File: src/design/assert_macros.svh
// Assertion macros shared by the RTL of the rotary wheel event unit.
// Every macro samples on clk; the reset-qualified form also expects rst_n in scope.
`ifndef ASSERT_MACROS_SVH
`define ASSERT_MACROS_SVH

// Property checked on every rising edge of clk, switched off while rst_n is low.
`define AST_CLK_RST(lbl, prop, msg) \
  lbl: assert property (@(posedge clk) disable iff (!rst_n) (prop)) else $error(msg);

// Property checked on every rising edge of clk, reset included.
`define AST_CLK(lbl, prop, msg) \
  lbl: assert property (@(posedge clk) (prop)) else $error(msg);

`endif

File: src/design/rwe_pkg.sv
// Package for the rotary wheel event unit: event codes, register indexes,
// field widths and register reset values. No dependencies.
`default_nettype none

package rwe_pkg;

  localparam int unsigned EV_W      = 3;
  localparam int unsigned PEND_W    = 8;
  localparam int unsigned DEB_W     = 4;
  localparam int unsigned LONG_W    = 10;
  localparam int unsigned IDLE_W    = 15;
  localparam int unsigned CFG_IDX_W = 2;
  localparam int unsigned CFG_DAT_W = 15;
  localparam int unsigned IN_DATA_W  = 8;
  localparam int unsigned OUT_DATA_W = 24;

  typedef enum logic [EV_W-1:0] {
    EV_NONE  = 3'd0,
    EV_RIGHT = 3'd1,
    EV_LEFT  = 3'd2,
    EV_PRESS = 3'd3,
    EV_LONG  = 3'd4,
    EV_SLEEP = 3'd5
  } ev_t;

  typedef enum logic [CFG_IDX_W-1:0] {
    CFG_DEBOUNCE   = 2'd0,
    CFG_LONG_PRESS = 2'd1,
    CFG_IDLE       = 2'd2
  } cfg_idx_t;

  localparam logic [DEB_W-1:0]  DEBOUNCE_RST   = 4'd3;
  localparam logic [LONG_W-1:0] LONG_PRESS_RST = 10'd500;
  localparam logic [IDLE_W-1:0] IDLE_RST       = 15'd20000;

endpackage

`default_nettype wire

File: src/design/rotary_wheel_event_unit.sv
// Rotary wheel event unit: quadrature decode, button debounce and event pick.
// Depends on rwe_pkg and on assert_macros.svh for its assertions.
//
// Usage: feed one word per one-millisecond tick on the in_ channel; each
// word carries the sampled levels of encoder pins A and B, the button level
// (1 released, 0 pressed) and a flush flag that empties both turn queues.
// For every accepted input word exactly one result word leaves on the out_
// channel: the event of that tick (none, right, left, press, long press or
// sleep) and the low eight bits of both pending turn queues after the tick.
// The sample is captured in an input register, then the decode, button
// machine and event choice run in one pass of logic into the result
// register, together with the state update.
// Throughput is one word per cycle while out_tready holds; the state loop
// closes in the same pass of logic, so a new sample can follow every clock.
// If the receiver stalls, the result register holds its word, the input
// register fills, and in_tready drops until out_tready returns.
// The cfg_ port writes the debounce, long press and idle limits. It is to be
// written only while no word is in flight; the block does not enforce it.
// Synchronous active-low reset empties both stages, clears the queues and
// counters, puts the button in its disarmed phase and loads the register
// defaults (debounce 3, long press 500, idle 20000 ticks).
`default_nettype none

module rotary_wheel_event_unit #(
  parameter int unsigned COUNT_WIDTH = 8
) (
  input  wire                                 clk,
  input  wire                                 rst_n,
  // in_tdata: [0] pin_a, [1] pin_b, [2] pin_button, [3] flush, [7:4] zero
  input  wire                                 in_tvalid,
  output logic                                in_tready,
  input  wire  [rwe_pkg::IN_DATA_W-1:0]       in_tdata,
  // out_tdata: [2:0] event_res, [10:3] pending_right, [18:11] pending_left,
  // [23:19] zero
  output logic                                out_tvalid,
  input  wire                                 out_tready,
  output logic [rwe_pkg::OUT_DATA_W-1:0]      out_tdata,
  input  wire                                 cfg_we,
  input  wire  [rwe_pkg::CFG_IDX_W-1:0]       cfg_addr,
  input  wire  [rwe_pkg::CFG_DAT_W-1:0]       cfg_wdata
);

  import rwe_pkg::*;

  `include "assert_macros.svh"

  localparam int unsigned PW = (COUNT_WIDTH > PEND_W) ? COUNT_WIDTH : PEND_W;
  localparam logic [COUNT_WIDTH-1:0] Q_MAX = {COUNT_WIDTH{1'b1}};
  localparam logic [LONG_W-1:0] TMR_MAX = {LONG_W{1'b1}};
  localparam logic [IDLE_W-1:0] IDLE_MAX = {IDLE_W{1'b1}};

  typedef enum logic [2:0] {
    PH_DISARMED = 3'd0,
    PH_CONFIRM  = 3'd1,
    PH_ARMED    = 3'd2,
    PH_DEBOUNCE = 3'd3,
    PH_HELD     = 3'd4
  } phase_t;

  // Configuration registers.
  logic [DEB_W-1:0]  deb_ticks_r;
  logic [LONG_W-1:0] long_ticks_r;
  logic [IDLE_W-1:0] idle_ticks_r;

  // Input stage.
  logic s1_valid_r;
  logic s1_a_r, s1_b_r, s1_rel_r, s1_flush_r;

  // Block state.
  logic                   last_a_r, last_b_r;
  logic [COUNT_WIDTH-1:0] right_q_r, left_q_r;
  phase_t                 phase_r;
  logic [LONG_W-1:0]      btn_timer_r;
  logic [IDLE_W-1:0]      idle_cnt_r;

  // Result stage.
  logic              out_valid_r;
  ev_t               out_ev_r;
  logic [PEND_W-1:0] out_right_r, out_left_r;

  // Next values.
  logic [COUNT_WIDTH-1:0] right_q_nxt, left_q_nxt;
  phase_t                 phase_nxt;
  logic [LONG_W-1:0]      btn_timer_nxt;
  logic [IDLE_W-1:0]      idle_cnt_nxt;
  ev_t                    ev_nxt;

  // Intermediate decode signals.
  logic                   rise_a, rise_b;
  logic [1:0]             inc_right, inc_left;
  logic [COUNT_WIDTH:0]   sum_right, sum_left;
  logic [COUNT_WIDTH-1:0] right_sat, left_sat, right_fl, left_fl;
  ev_t                    btn_ev;
  logic [LONG_W-1:0]      long_lim, held_cnt;
  logic [IDLE_W-1:0]      idle_lim, idle_inc;
  logic [PW-1:0]          right_ext, left_ext;

  logic out_free, fire;

  assign out_free  = !out_valid_r || out_tready;
  assign fire      = s1_valid_r && out_free;
  assign in_tready = !s1_valid_r || out_free;

  // Quadrature decode: each rising edge is judged against the new level of
  // the other pin, so both edges in one tick can queue two turns.
  always_comb begin
    rise_a    = s1_a_r && !last_a_r;
    rise_b    = s1_b_r && !last_b_r;
    inc_right = {1'b0, rise_a && !s1_b_r} + {1'b0, rise_b && !s1_a_r};
    inc_left  = {1'b0, rise_a && s1_b_r} + {1'b0, rise_b && s1_a_r};
    sum_right = {1'b0, right_q_r} + (COUNT_WIDTH+1)'(inc_right);
    sum_left  = {1'b0, left_q_r} + (COUNT_WIDTH+1)'(inc_left);
    right_sat = (sum_right > {1'b0, Q_MAX}) ? Q_MAX : sum_right[COUNT_WIDTH-1:0];
    left_sat  = (sum_left > {1'b0, Q_MAX}) ? Q_MAX : sum_left[COUNT_WIDTH-1:0];
    right_fl  = s1_flush_r ? '0 : right_sat;
    left_fl   = s1_flush_r ? '0 : left_sat;
  end

  // Button machine.
  always_comb begin
    phase_nxt     = phase_r;
    btn_timer_nxt = btn_timer_r;
    btn_ev        = EV_NONE;
    long_lim      = (long_ticks_r == '0) ? LONG_W'(1) : long_ticks_r;
    held_cnt      = (btn_timer_r < TMR_MAX) ? btn_timer_r + LONG_W'(1) : btn_timer_r;
    unique case (phase_r)
      PH_CONFIRM: begin
        if (btn_timer_r != '0) begin
          btn_timer_nxt = btn_timer_r - LONG_W'(1);
        end else begin
          phase_nxt = s1_rel_r ? PH_ARMED : PH_DISARMED;
        end
      end
      PH_ARMED: begin
        if (!s1_rel_r) begin
          phase_nxt     = PH_DEBOUNCE;
          btn_timer_nxt = LONG_W'(deb_ticks_r);
        end
      end
      PH_DEBOUNCE: begin
        if (btn_timer_r != '0) begin
          btn_timer_nxt = btn_timer_r - LONG_W'(1);
        end else begin
          phase_nxt     = PH_HELD;
          btn_timer_nxt = '0;
        end
      end
      PH_HELD: begin
        if (s1_rel_r) begin
          btn_ev        = EV_PRESS;
          phase_nxt     = PH_ARMED;
          btn_timer_nxt = '0;
        end else if (held_cnt >= long_lim) begin
          btn_ev        = EV_LONG;
          phase_nxt     = PH_DISARMED;
          btn_timer_nxt = '0;
        end else begin
          btn_timer_nxt = held_cnt;
        end
      end
      default: begin
        // Disarmed, and any code that means nothing: wait for a release.
        if (s1_rel_r) begin
          phase_nxt     = PH_CONFIRM;
          btn_timer_nxt = LONG_W'(deb_ticks_r);
        end else begin
          phase_nxt = PH_DISARMED;
        end
      end
    endcase
  end

  // Event choice: button first, then right, then left, then sleep.
  always_comb begin
    right_q_nxt  = right_fl;
    left_q_nxt   = left_fl;
    idle_lim     = (idle_ticks_r == '0) ? IDLE_W'(1) : idle_ticks_r;
    idle_inc     = (idle_cnt_r < IDLE_MAX) ? idle_cnt_r + IDLE_W'(1) : idle_cnt_r;
    idle_cnt_nxt = '0;
    ev_nxt       = btn_ev;
    if (btn_ev == EV_NONE) begin
      if (right_fl != '0) begin
        right_q_nxt = right_fl - COUNT_WIDTH'(1);
        ev_nxt      = EV_RIGHT;
      end else if (left_fl != '0) begin
        left_q_nxt = left_fl - COUNT_WIDTH'(1);
        ev_nxt     = EV_LEFT;
      end else if (idle_inc >= idle_lim) begin
        ev_nxt = EV_SLEEP;
      end else begin
        idle_cnt_nxt = idle_inc;
      end
    end
    right_ext = PW'(right_q_nxt);
    left_ext  = PW'(left_q_nxt);
  end

  always_ff @(posedge clk) begin
    if (!rst_n) begin
      deb_ticks_r  <= DEBOUNCE_RST;
      long_ticks_r <= LONG_PRESS_RST;
      idle_ticks_r <= IDLE_RST;
      s1_valid_r   <= 1'b0;
      last_a_r     <= 1'b0;
      last_b_r     <= 1'b0;
      right_q_r    <= '0;
      left_q_r     <= '0;
      phase_r      <= PH_DISARMED;
      btn_timer_r  <= '0;
      idle_cnt_r   <= '0;
      out_valid_r  <= 1'b0;
    end else begin
      if (cfg_we) begin
        case (cfg_addr)
          CFG_DEBOUNCE:   deb_ticks_r  <= cfg_wdata[DEB_W-1:0];
          CFG_LONG_PRESS: long_ticks_r <= cfg_wdata[LONG_W-1:0];
          CFG_IDLE:       idle_ticks_r <= cfg_wdata[IDLE_W-1:0];
          default: ;
        endcase
      end
      if (in_tready) begin
        s1_valid_r <= in_tvalid;
      end
      if (out_free) begin
        out_valid_r <= s1_valid_r;
      end
      if (fire) begin
        last_a_r    <= s1_a_r;
        last_b_r    <= s1_b_r;
        right_q_r   <= right_q_nxt;
        left_q_r    <= left_q_nxt;
        phase_r     <= phase_nxt;
        btn_timer_r <= btn_timer_nxt;
        idle_cnt_r  <= idle_cnt_nxt;
      end
    end
  end

  // Payload registers, no reset needed.
  always_ff @(posedge clk) begin
    if (in_tvalid && in_tready) begin
      s1_a_r     <= in_tdata[0];
      s1_b_r     <= in_tdata[1];
      s1_rel_r   <= in_tdata[2];
      s1_flush_r <= in_tdata[3];
    end
    if (fire) begin
      out_ev_r    <= ev_nxt;
      out_right_r <= right_ext[PEND_W-1:0];
      out_left_r  <= left_ext[PEND_W-1:0];
    end
  end

  assign out_tvalid = out_valid_r;
  assign out_tdata  = {(OUT_DATA_W - EV_W - 2*PEND_W)'(0), out_left_r, out_right_r, out_ev_r};

  // A sleep is only ever reported with both queues empty.
  `AST_CLK_RST(a_sleep_queues_empty, (out_valid_r && out_ev_r == EV_SLEEP) |-> (out_right_r == '0 && out_left_r == '0), "sleep reported with turns pending")
  // Every reported event restarts the idle count.
  `AST_CLK_RST(a_idle_restart, (fire && ev_nxt != EV_NONE) |=> (idle_cnt_r == '0), "idle count not restarted after an event")
  // A long press always leaves the button disarmed.
  `AST_CLK_RST(a_long_disarms, (fire && ev_nxt == EV_LONG) |=> (phase_r == PH_DISARMED), "long press did not disarm the button")
  // An armed button never has a timer running.
  `AST_CLK_RST(a_armed_timer_idle, (phase_r == PH_ARMED) |-> (btn_timer_r == '0), "timer running while armed")
  // Reset empties both stages.
  `AST_CLK(a_reset_empties, !rst_n |=> (!s1_valid_r && !out_valid_r), "stage valid after reset")

endmodule

`default_nettype wire
File: config.mk
export PLATFORM = sky130hd
export DESIGN_NAME = rotary_wheel_event_unit
export DESIGN_NICKNAME = d
export VERILOG_FILES = /design/src/design/rwe_pkg.sv /design/src/design/rotary_wheel_event_unit.sv
export VERILOG_INCLUDE_DIRS = /design/src /design/src/design
export SDC_FILE = /design/constraint.sdc
export NUM_CORES = 1
export LEC_CHECK = 0
export BUFFER_PORTS_ARGS = -buffer_cell sky130_fd_sc_hd__buf_2
export CAP_MARGIN = 0
export CORE_UTILIZATION = 45
export CTS_CLUSTER_SIZE = 25
export DETAILED_ROUTE_END_ITERATION = 12
export MAX_ROUTING_LAYER = met4
export SYNTH_ARGS = -nofsm -noshare
export SYNTH_HDL_FRONTEND = slang
export SYNTH_SLANG_ARGS = --single-unit
export TNS_END_PERCENT = 20
File: constraint.sdc
create_clock -name clk -period 5.04 [get_ports clk]
set_input_delay 0.252 -clock clk [delete_from_list [all_inputs] [get_ports clk]]
set_output_delay 0.252 -clock clk [all_outputs]
set_load 0.05 [all_outputs]
* Word level (Yosys, flattened, before mapping)
Cells that the tools add are included.
Storage, ports and cells: flip-flop bits (word level) 100, input port bits 30, word-level logic and storage cells 113, output and inout port bits 26
Cells by class: multiplexer cells 39, magnitude comparators 6, reductions and logical operators 29, add/sub/neg operators 9, equality and inequality tests 11
Operators with widths (number):
- 15-bit 2-to-1 mux | 6
- 10-bit 2-to-1 mux | 8
- 8-bit 2-to-1 mux | 9
- 10-bit case mux with 4 select lines | 1
- 3-bit 2-to-1 mux | 12
- 8-bit by 2-bit adder with 9-bit output | 2
- 9-bit by 8-bit > comparator with 1-bit output, second input constant | 2
- 8-bit nonzero test | 2
- 8-bit by 1-bit subtractor with 8-bit output, second input constant | 2
- 15-bit by 1-bit adder with 15-bit output, second input constant | 1
- 15-bit greater-or-equal comparator | 1
- 15-bit zero test | 1
- 15-bit less-than comparator, second input constant | 1
- 3-bit case mux with 4 select lines | 1
- 10-bit by 1-bit adder with 10-bit output, second input constant | 1
- 10-bit greater-or-equal comparator | 1
- 10-bit zero test | 1
- 10-bit less-than comparator, second input constant | 1
- 10-bit nonzero test | 1
- 10-bit by 1-bit subtractor with 10-bit output, second input constant | 1
- 1-bit logical AND | 8
- 2-bit inequality test, second input constant | 4
- 3-bit by 2-bit == test with 1-bit output, second input constant | 2
- 1-bit zero test | 6
- other kinds (15) | 19

* Depth between registers and ports, before layout
Gate-level depths: netlist of the first run.
depth after elaboration 12, mapped depth 17

* Least setup slack after synthesis of the first run
OpenSTA, ideal clock, no wires.
path kind reg-to-reg, start reg btn_timer_r[5], end reg out_right_r[5], data pin, slack 1.322 ns, setup time 0.268 ns, path buffers 2, cell stages (with the launch flop) 15, data arrival time 3.450 ns, cells stage by stage dfxtp_1 > clkbuf_1 > and4_1 > nand4_1 > and2_1 > xnor2_1 > ha_1 > a211oi_1 > nand2_1 > o211a_1 > o21a_1 > clkbuf_1 > or2_2 > o41ai_1 > nor2_1
On the way: word-level cells in the longest chain between the ends 8, elaborated cells between the ends (all ways) 9, those cells by class 1 x add/sub; 2 x order compare; 5 x mux; 1 x reduce/logical
Ends and longest elaborated chain:
- start, declared | RTL line rotary_wheel_event_unit.sv:73 | logic [LONG_W-1:0] btn_timer_r;
- start signal, assigned | RTL line rotary_wheel_event_unit.sv:233 | btn_timer_r <= btn_timer_nxt;
- 10-bit by 1-bit adder with 10-bit output / 10-bit less-than comparator (equally long branches) | RTL line rotary_wheel_event_unit.sv:125 | held_cnt = (btn_timer_r < TMR_MAX) ? btn_timer_r + LONG_W'(1) : btn_timer_r;
- 10-bit 2-to-1 mux (*) | RTL line rotary_wheel_event_unit.sv:125
- 10-bit greater-or-equal comparator (*) | RTL line rotary_wheel_event_unit.sv:153 | end else if (held_cnt >= long_lim) begin
- 3-bit 2-to-1 mux (*) | RTL line rotary_wheel_event_unit.sv:153
- 3-bit 2-to-1 mux (*) | RTL line rotary_wheel_event_unit.sv:149 | if (s1_rel_r) begin
- 3-bit 2-to-1 mux (*) | RTL line rotary_wheel_event_unit.sv:126 | unique case (phase_r)
- 3-bit zero test (*) | RTL line rotary_wheel_event_unit.sv:181 | if (btn_ev == EV_NONE) begin
- 8-bit 2-to-1 mux (*) | RTL line rotary_wheel_event_unit.sv:181
- via right_ext[5] | RTL line rotary_wheel_event_unit.sv:96 | logic [PW-1:0] right_ext, left_ext;
- end signal, assigned | RTL line rotary_wheel_event_unit.sv:249 | out_right_r <= right_ext[PEND_W-1:0];
- end, declared | RTL line rotary_wheel_event_unit.sv:79 | logic [PEND_W-1:0] out_right_r, out_left_r;
Mark *: on every way through the listed nets, which the timed path passes. The rest lies on a longest branch. A chain may end at the register's enable or synchronous reset.

* Final worst setup path of the first run
start reg btn_timer_r[3], end reg out_right_r[5], data pin
Same word-level chain as after synthesis.

==> run metrics, run 1 <==
placed cells between 900 and 1k; number of setup buffers added after CTS 0; RSZ-0062 raised after global routing no; Synth-to-Final Area Change 9.55%; top post-synthesis cells by area dfxtp_1 (24%), edfxtp_1 (11%), ha_1 (6.7%); Final TNS setup 0 ns; status complete, no violations; Post-synth top flop dfxtp_1; warnings from Yosys 0; # rows 42; Tmin final 4.31 ns; first-pass GRT wire length ~25,000 um; DRT iter0 DRCs 376; CTS sink count 100; Ports 56; hold-fix buffer count after cts 0; synth cell count leaders nand2_1 (112), dfxtp_1 (77), a21oi_1 (64); Die ar. approximately 15,000 um^2; final hold violation count 0; Wirelength per Cell 15.8 um; leakage power total 2.79 nW; post-synth top area share 0.244; delay of the slowest critical-path stage about 0.56 ns; worst-margin pin slew approximately 0.96 ns; drt total wl 15,400 um; synth unique cells 75; core area 13,500 um^2; ys async rst share 0; vias 5,508; CP Buf/Inv Count 0; number of synthesized register bits 100; reg2reg path depth 13; vias in the first global route 5,170; share of cells above drive strength 1 0.119; Worst EP required slightly above 5 ns; ant diodes 0; max-slew violations 0; worst hold path startpoint in_tdata[2]; Port Buffers 46; TritonCTS clock tree yes; EDFF count, synth 23; Slowest cell on crit path dfxtp_1; DRC Markers 0; dpl hpwl 10,900 um; Synth Instances 772; Syn Std Cell Area around 6300 um^2; Placer Congestion 0.896; family with the most delay on the worst path simple AND/OR/NAND/NOR gates; Initial Util 0.470; Crit. Startpoint btn_timer_r[3]$_SDFFE_PN0P_; Resized cells post-CTS 0; Finished Layout Cells between 900 and 1k; grt total ovfl 0; final hold slack 0.0738 ns; area leader, netlist dfxtp_1; CP endpoint kind flip-flop; CTS HTree Levels 3; sequential share of the synthesized area 0.353; Reg clk slew, reported paths 0.07 ns; Worst EP arrival 4.40 ns; width of the chip 121 um; clk buf depth 2; reg2reg start btn_timer_r[3]$_SDFFE_PN0P_; CP Depth 13; Clk Latency, worst-skew pair 0.36 ns; Root Buffer clkbuf_16; Syn Area/Cell 8.19 um^2; crit path cell chain and4_1, nand4_1, and2_1, nand3_1, xnor2_1, ha_1, a211oi_1, nand2_1, o211a_1, o21a_1, or2_2, o41ai_1, nor2_1; DR vias/cell 5.67; die height ~120 um; largest net degree at the start of global routing 50; crit path kind reg2reg; Worst VDD drop approximately 0.15 mV; Relative slew margins 0.358; Max Cap Viol 0; fmax 232 MHz; critical path fanouts, max 12; reg-to-reg setup timing slack 0.73 ns; top-count cell post-synth nand2_1; Critical path destination out_right_r[5]$_DFFE_PP_; Setup violations, final 0; Antenna Nets Post-Route 0; Worst Setup Start Kind flip-flop; crit share post-route 0.856; pwr dens 299 nW/um^2; Tot GR Track Use 0.229; nets 857; worst min path class in2reg; drt first pass iters 4; Reg-to-Reg End out_right_r[5]$_DFFE_PP_; number of antenna violations at the first check in global routing 0; Post-Route Skew between 0.006 and 0.007 ns; CTS buffer count 9
## stage by stage
| step | setup WS [ns] | utilization | total power, mW | instance area [um^2] |
|---|---|---|---|---|
| 5_1_grt | 0.381 | 0.515 | 2.16 | 6930 |
| 4_1_cts | 0.787 | 0.515 | 2.08 | 6930 |
| 3_5_place_dp | 0.805 | 0.492 | 1.35 | 6620 |
| 6_report | 0.726 | 0.515 | 2.07 | 6930 |
| 2_1_floorplan | 1.32 | - | 1.25 | 6340 |
| 3_3_place_gp | 0.957 | 0.492 | 1.34 | 6620 |
## logic make-up (layout without fill, tap and decap cells)
group / after synthesis / count (layout) / share of synthesized area
xor+xnor: 26 / 26 / 0.0360
other cells: 1 / 5 / 0.000593
compound gates: 183 / 183 / 0.192
simple gates: 313 / 313 / 0.253
mux: 19 / 19 / 0.0305
flops: 100 / 100 / 0.353
buf+inv: 94 / 114 / 0.0613
fa+ha+maj: 36 / 36 / 0.0736
## where the power goes
part,switching [mW],internal (mW)
Sequential,0.0364,0.872
Clock,0.333,0.405
Combinational,0.277,0.147
## per-layer routing
layer / vias to the layer above / share of wire / global-route usage
li1: 2792 / - / -
met3: 20 / 0.027 / 0.0264
met2: 95 / 0.46 / 0.369
met5: - / 0 / -
met4: 0 / 0.019 / 0.0826
met1: 2601 / 0.49 / 0.297
## sequential cells by signal (all words and copies together) (netlist names), 3 cells and up
signal / count
long_ticks_r: 10
out_left_r: 8
idle_cnt_r: 15
right_q_r: 8
left_q_r: 8
deb_ticks_r: 4
btn_timer_r: 10
out_right_r: 8
idle_ticks_r: 15
out_ev_r: 3
phase_r: 3
## layout by cell type, fill, tap and decap left out, drive strengths merged, types with 8 or more instances in the layout
cell | netlist | final
nor2 | 47 | 47
nor3 | 20 | 20
nand4 | 9 | 9
and2 | 12 | 12
o21ai | 32 | 32
xor2 | 9 | 9
nand2 | 112 | 112
ha | 34 | 34
or3 | 8 | 8
dfxtp | 77 | 77
xnor2 | 17 | 17
nand2b | 9 | 9
o21ba | 12 | 12
a21oi | 64 | 64
inv | 45 | 48
clkbuf | 34 | 10
edfxtp | 23 | 23
nand3 | 34 | 34
o211ai | 15 | 15
mux2i | 17 | 17
nor4 | 11 | 11
buf | 14 | 52
## area by class of cell
class	count	area [um^2]
clock buffers	10	239
clock inverters	6	70.1
inverters	46	173
multi-input cells	582	3720
flip-flops and latches	100	2230
fillers	1351	6520
repair buffers	52	275
well taps	176	220
## how the worst min path moves through the flow
| stage | to | depth (start not counted) | slack (ns) |
|---|---|---|---|
| 2_1_floorplan | s1_a_r$_DFFE_PP_ | 0 | 0.35 |
| 3_3_place_gp | s1_rel_r$_DFFE_PP_ | 1 | 0.44 |
| 3_5_place_dp | s1_rel_r$_DFFE_PP_ | 1 | 0.44 |
| 4_1_cts | s1_rel_r$_DFFE_PP_ | 1 | 0.07 |
| 5_1_grt | s1_flush_r$_DFFE_PP_ | 1 | 0.07 |
| 6_report | s1_rel_r$_DFFE_PP_ | 1 | 0.07 |
No activity file was read; power rests on OpenSTA's default activity.
==> inputs of run 2 (changes only) <==
--- a/config.mk
+++ b/config.mk
@@ -12,6 +12,7 @@
 export CTS_CLUSTER_SIZE = 25
 export DETAILED_ROUTE_END_ITERATION = 12
 export MAX_ROUTING_LAYER = met4
+export REMOVE_ABC_BUFFERS = 1
 export SYNTH_ARGS = -nofsm -noshare
 export SYNTH_HDL_FRONTEND = slang
 export SYNTH_SLANG_ARGS = --single-unit
==> run metrics, run 2 (same netlist as run 1, synthesis figures left out) <==
fmax 231 MHz; Synth-to-Final Area Change 8.78%; drt first pass iters 5; share of cells above drive strength 1 0.112; Die ar. 14,500 um^2; worst-margin pin slew between 1 and 1.5 ns; nets 855; DRC Markers 0; Max Cap Viol 0; Placer Congestion about 0.9; width of the chip ~120 um; die height 121 um; core area 13,500 um^2; Antenna Nets Post-Route 0; Tot GR Track Use 0.230; clk buf depth 2; Worst EP required 5.11 ns; Reg clk slew, reported paths 0.07 ns; Wirelength per Cell 16.0 um; crit share post-route 0.857; Fill cells 1,305; drt total wl 15,500 um; ant diodes 0; Setup violations, final 0; max-slew violations 0; Final TNS setup 0 ns; Resized cells post-CTS 0; Post-Route Skew 0.00842 ns; crit path kind reg2reg; DRT iter0 DRCs ~310; leakage power total between 2 and 3 nW; number of antenna violations at the first check in global routing 0; critical path fanouts, max 12; Root Buffer clkbuf_16; Relative slew margins 0.324; RSZ-0062 raised after global routing no; grt total ovfl 0; commonest non-fill, non-tap cell in the layout nand2_1; Worst VDD drop 0.170 mV; Setup WS pre-CTS 0.758 ns; Worst Setup Start Kind flip-flop; status complete, no violations; Final WS setup 0.719 ns; DR vias/cell 5.73; CTS buffer count 9; hold-fix buffer count after cts 0; final hold violation count 0; reg-to-reg setup timing slack 0.72 ns; CP endpoint kind flip-flop; most frequent cells in the layout nand2_1 (112), dfxtp_1 (77), a21oi_1 (64), nor2_1 (47), buf_2 (46); number of setup buffers added after CTS 0; Clk Latency, worst-skew pair 0.35 ns; fin util 0.512; first-pass GRT wire length 25,800 um; DP Area 6610 um^2; TritonCTS clock tree yes; Port Buffers between 40 and 50; worst min path class in2reg; CTS HTree Levels 3; CTS sink count 100; Initial Util 0.470; pwr dens 290 nW/um^2; vias in the first global route 5,139; dpl hpwl 11,000 um; biggest regs idle_cnt_r x15, idle_ticks_r x15; # rows 42; final instance area 6880 um^2; Ports 56; largest net degree at the start of global routing 50; Worst EP arrival between 4 and 5 ns; vias 5,562; Tmin final 4.32 ns
-- run 2: cell count changes in the layout (fill, tap and decap cells not counted) --
cell	previous run	this run
inv_8	1	0
clkbuf_8	1	2
clkbuf_1	0	4
clkinv_2	1	0
buf_4	6	4
inv_6	1	0
clkinv_4	1	0
bufinv_16	1	0
clkinvlp_4	0	1
inv_4	1	0
-- run 2: area by class of cell --
cell class                 count  area (um^2)  area share
clock buffer                  15          268      0.0389
clock inverter                 1         7.51     0.00109
inverter                      46          173      0.0251
multi-input combinational    582         3720       0.541
sequential                   100         2230       0.324
tap                          176          220      0.0320
timing repair buffer          50          260      0.0378
-- run 2: metal layers --
layer / wire [um] / part of all wire / global-route usage / vias to the layer above
li1: - / - / - / 2769
met1: 7230 / 0.47 / 0.298 / 2650
met2: 7410 / 0.48 / 0.367 / 126
met3: 649 / 0.042 / 0.0462 / 17
met4: 183 / 0.012 / 0.0594 / 0
met5: 0 / 0 / - / -
-- run 2: worst paths after layout --
check                                                   from                            to  depth (start not counted)
worst max-delay path             btn_timer_r[3]$_SDFFE_PN0P_      out_right_r[4]$_DFFE_PP_                         12
worst min-delay path                             in_tdata[3]          s1_flush_r$_DFFE_PP_                          1
worst max register to register   btn_timer_r[3]$_SDFFE_PN0P_      out_right_r[4]$_DFFE_PP_                         12
worst min register to register  long_ticks_r[0]$_SDFFE_PN0P_  long_ticks_r[0]$_SDFFE_PN0P_                          2
-- run 2: through the flow --
step / hold WS (ns) / instances / power [mW]
detailed placement: 0.434 / 954 / 1.34
floorplan: 0.314 / 728 / 1.23
global route: 0.0611 / 970 / 2.09
CTS: 0.0644 / 970 / 2.01
finish: 0.0749 / 970 / 1.99
global placement: 0.434 / 954 / 1.33
-- run 2: where the power goes --
group	switching (mW)	internal (mW)	total, mW
sequential	0.0373	0.873	0.910
combinational	0.274	0.143	0.417
clock	0.304	0.363	0.667
-- run 2: worst max-delay path: stages, from the launching register on --
cell and delay, ns:
dfxtp_1 0.53, and4_1 0.32, nand4_1 0.39, and2_1 0.35, nand3_1 0.12, xnor2_1 0.12
ha_1 0.27, a211oi_1 0.22, nand2_1 0.10, o211a_1 0.27, o21ai_1 0.56, nand2_1 0.17
o41ai_1 0.61
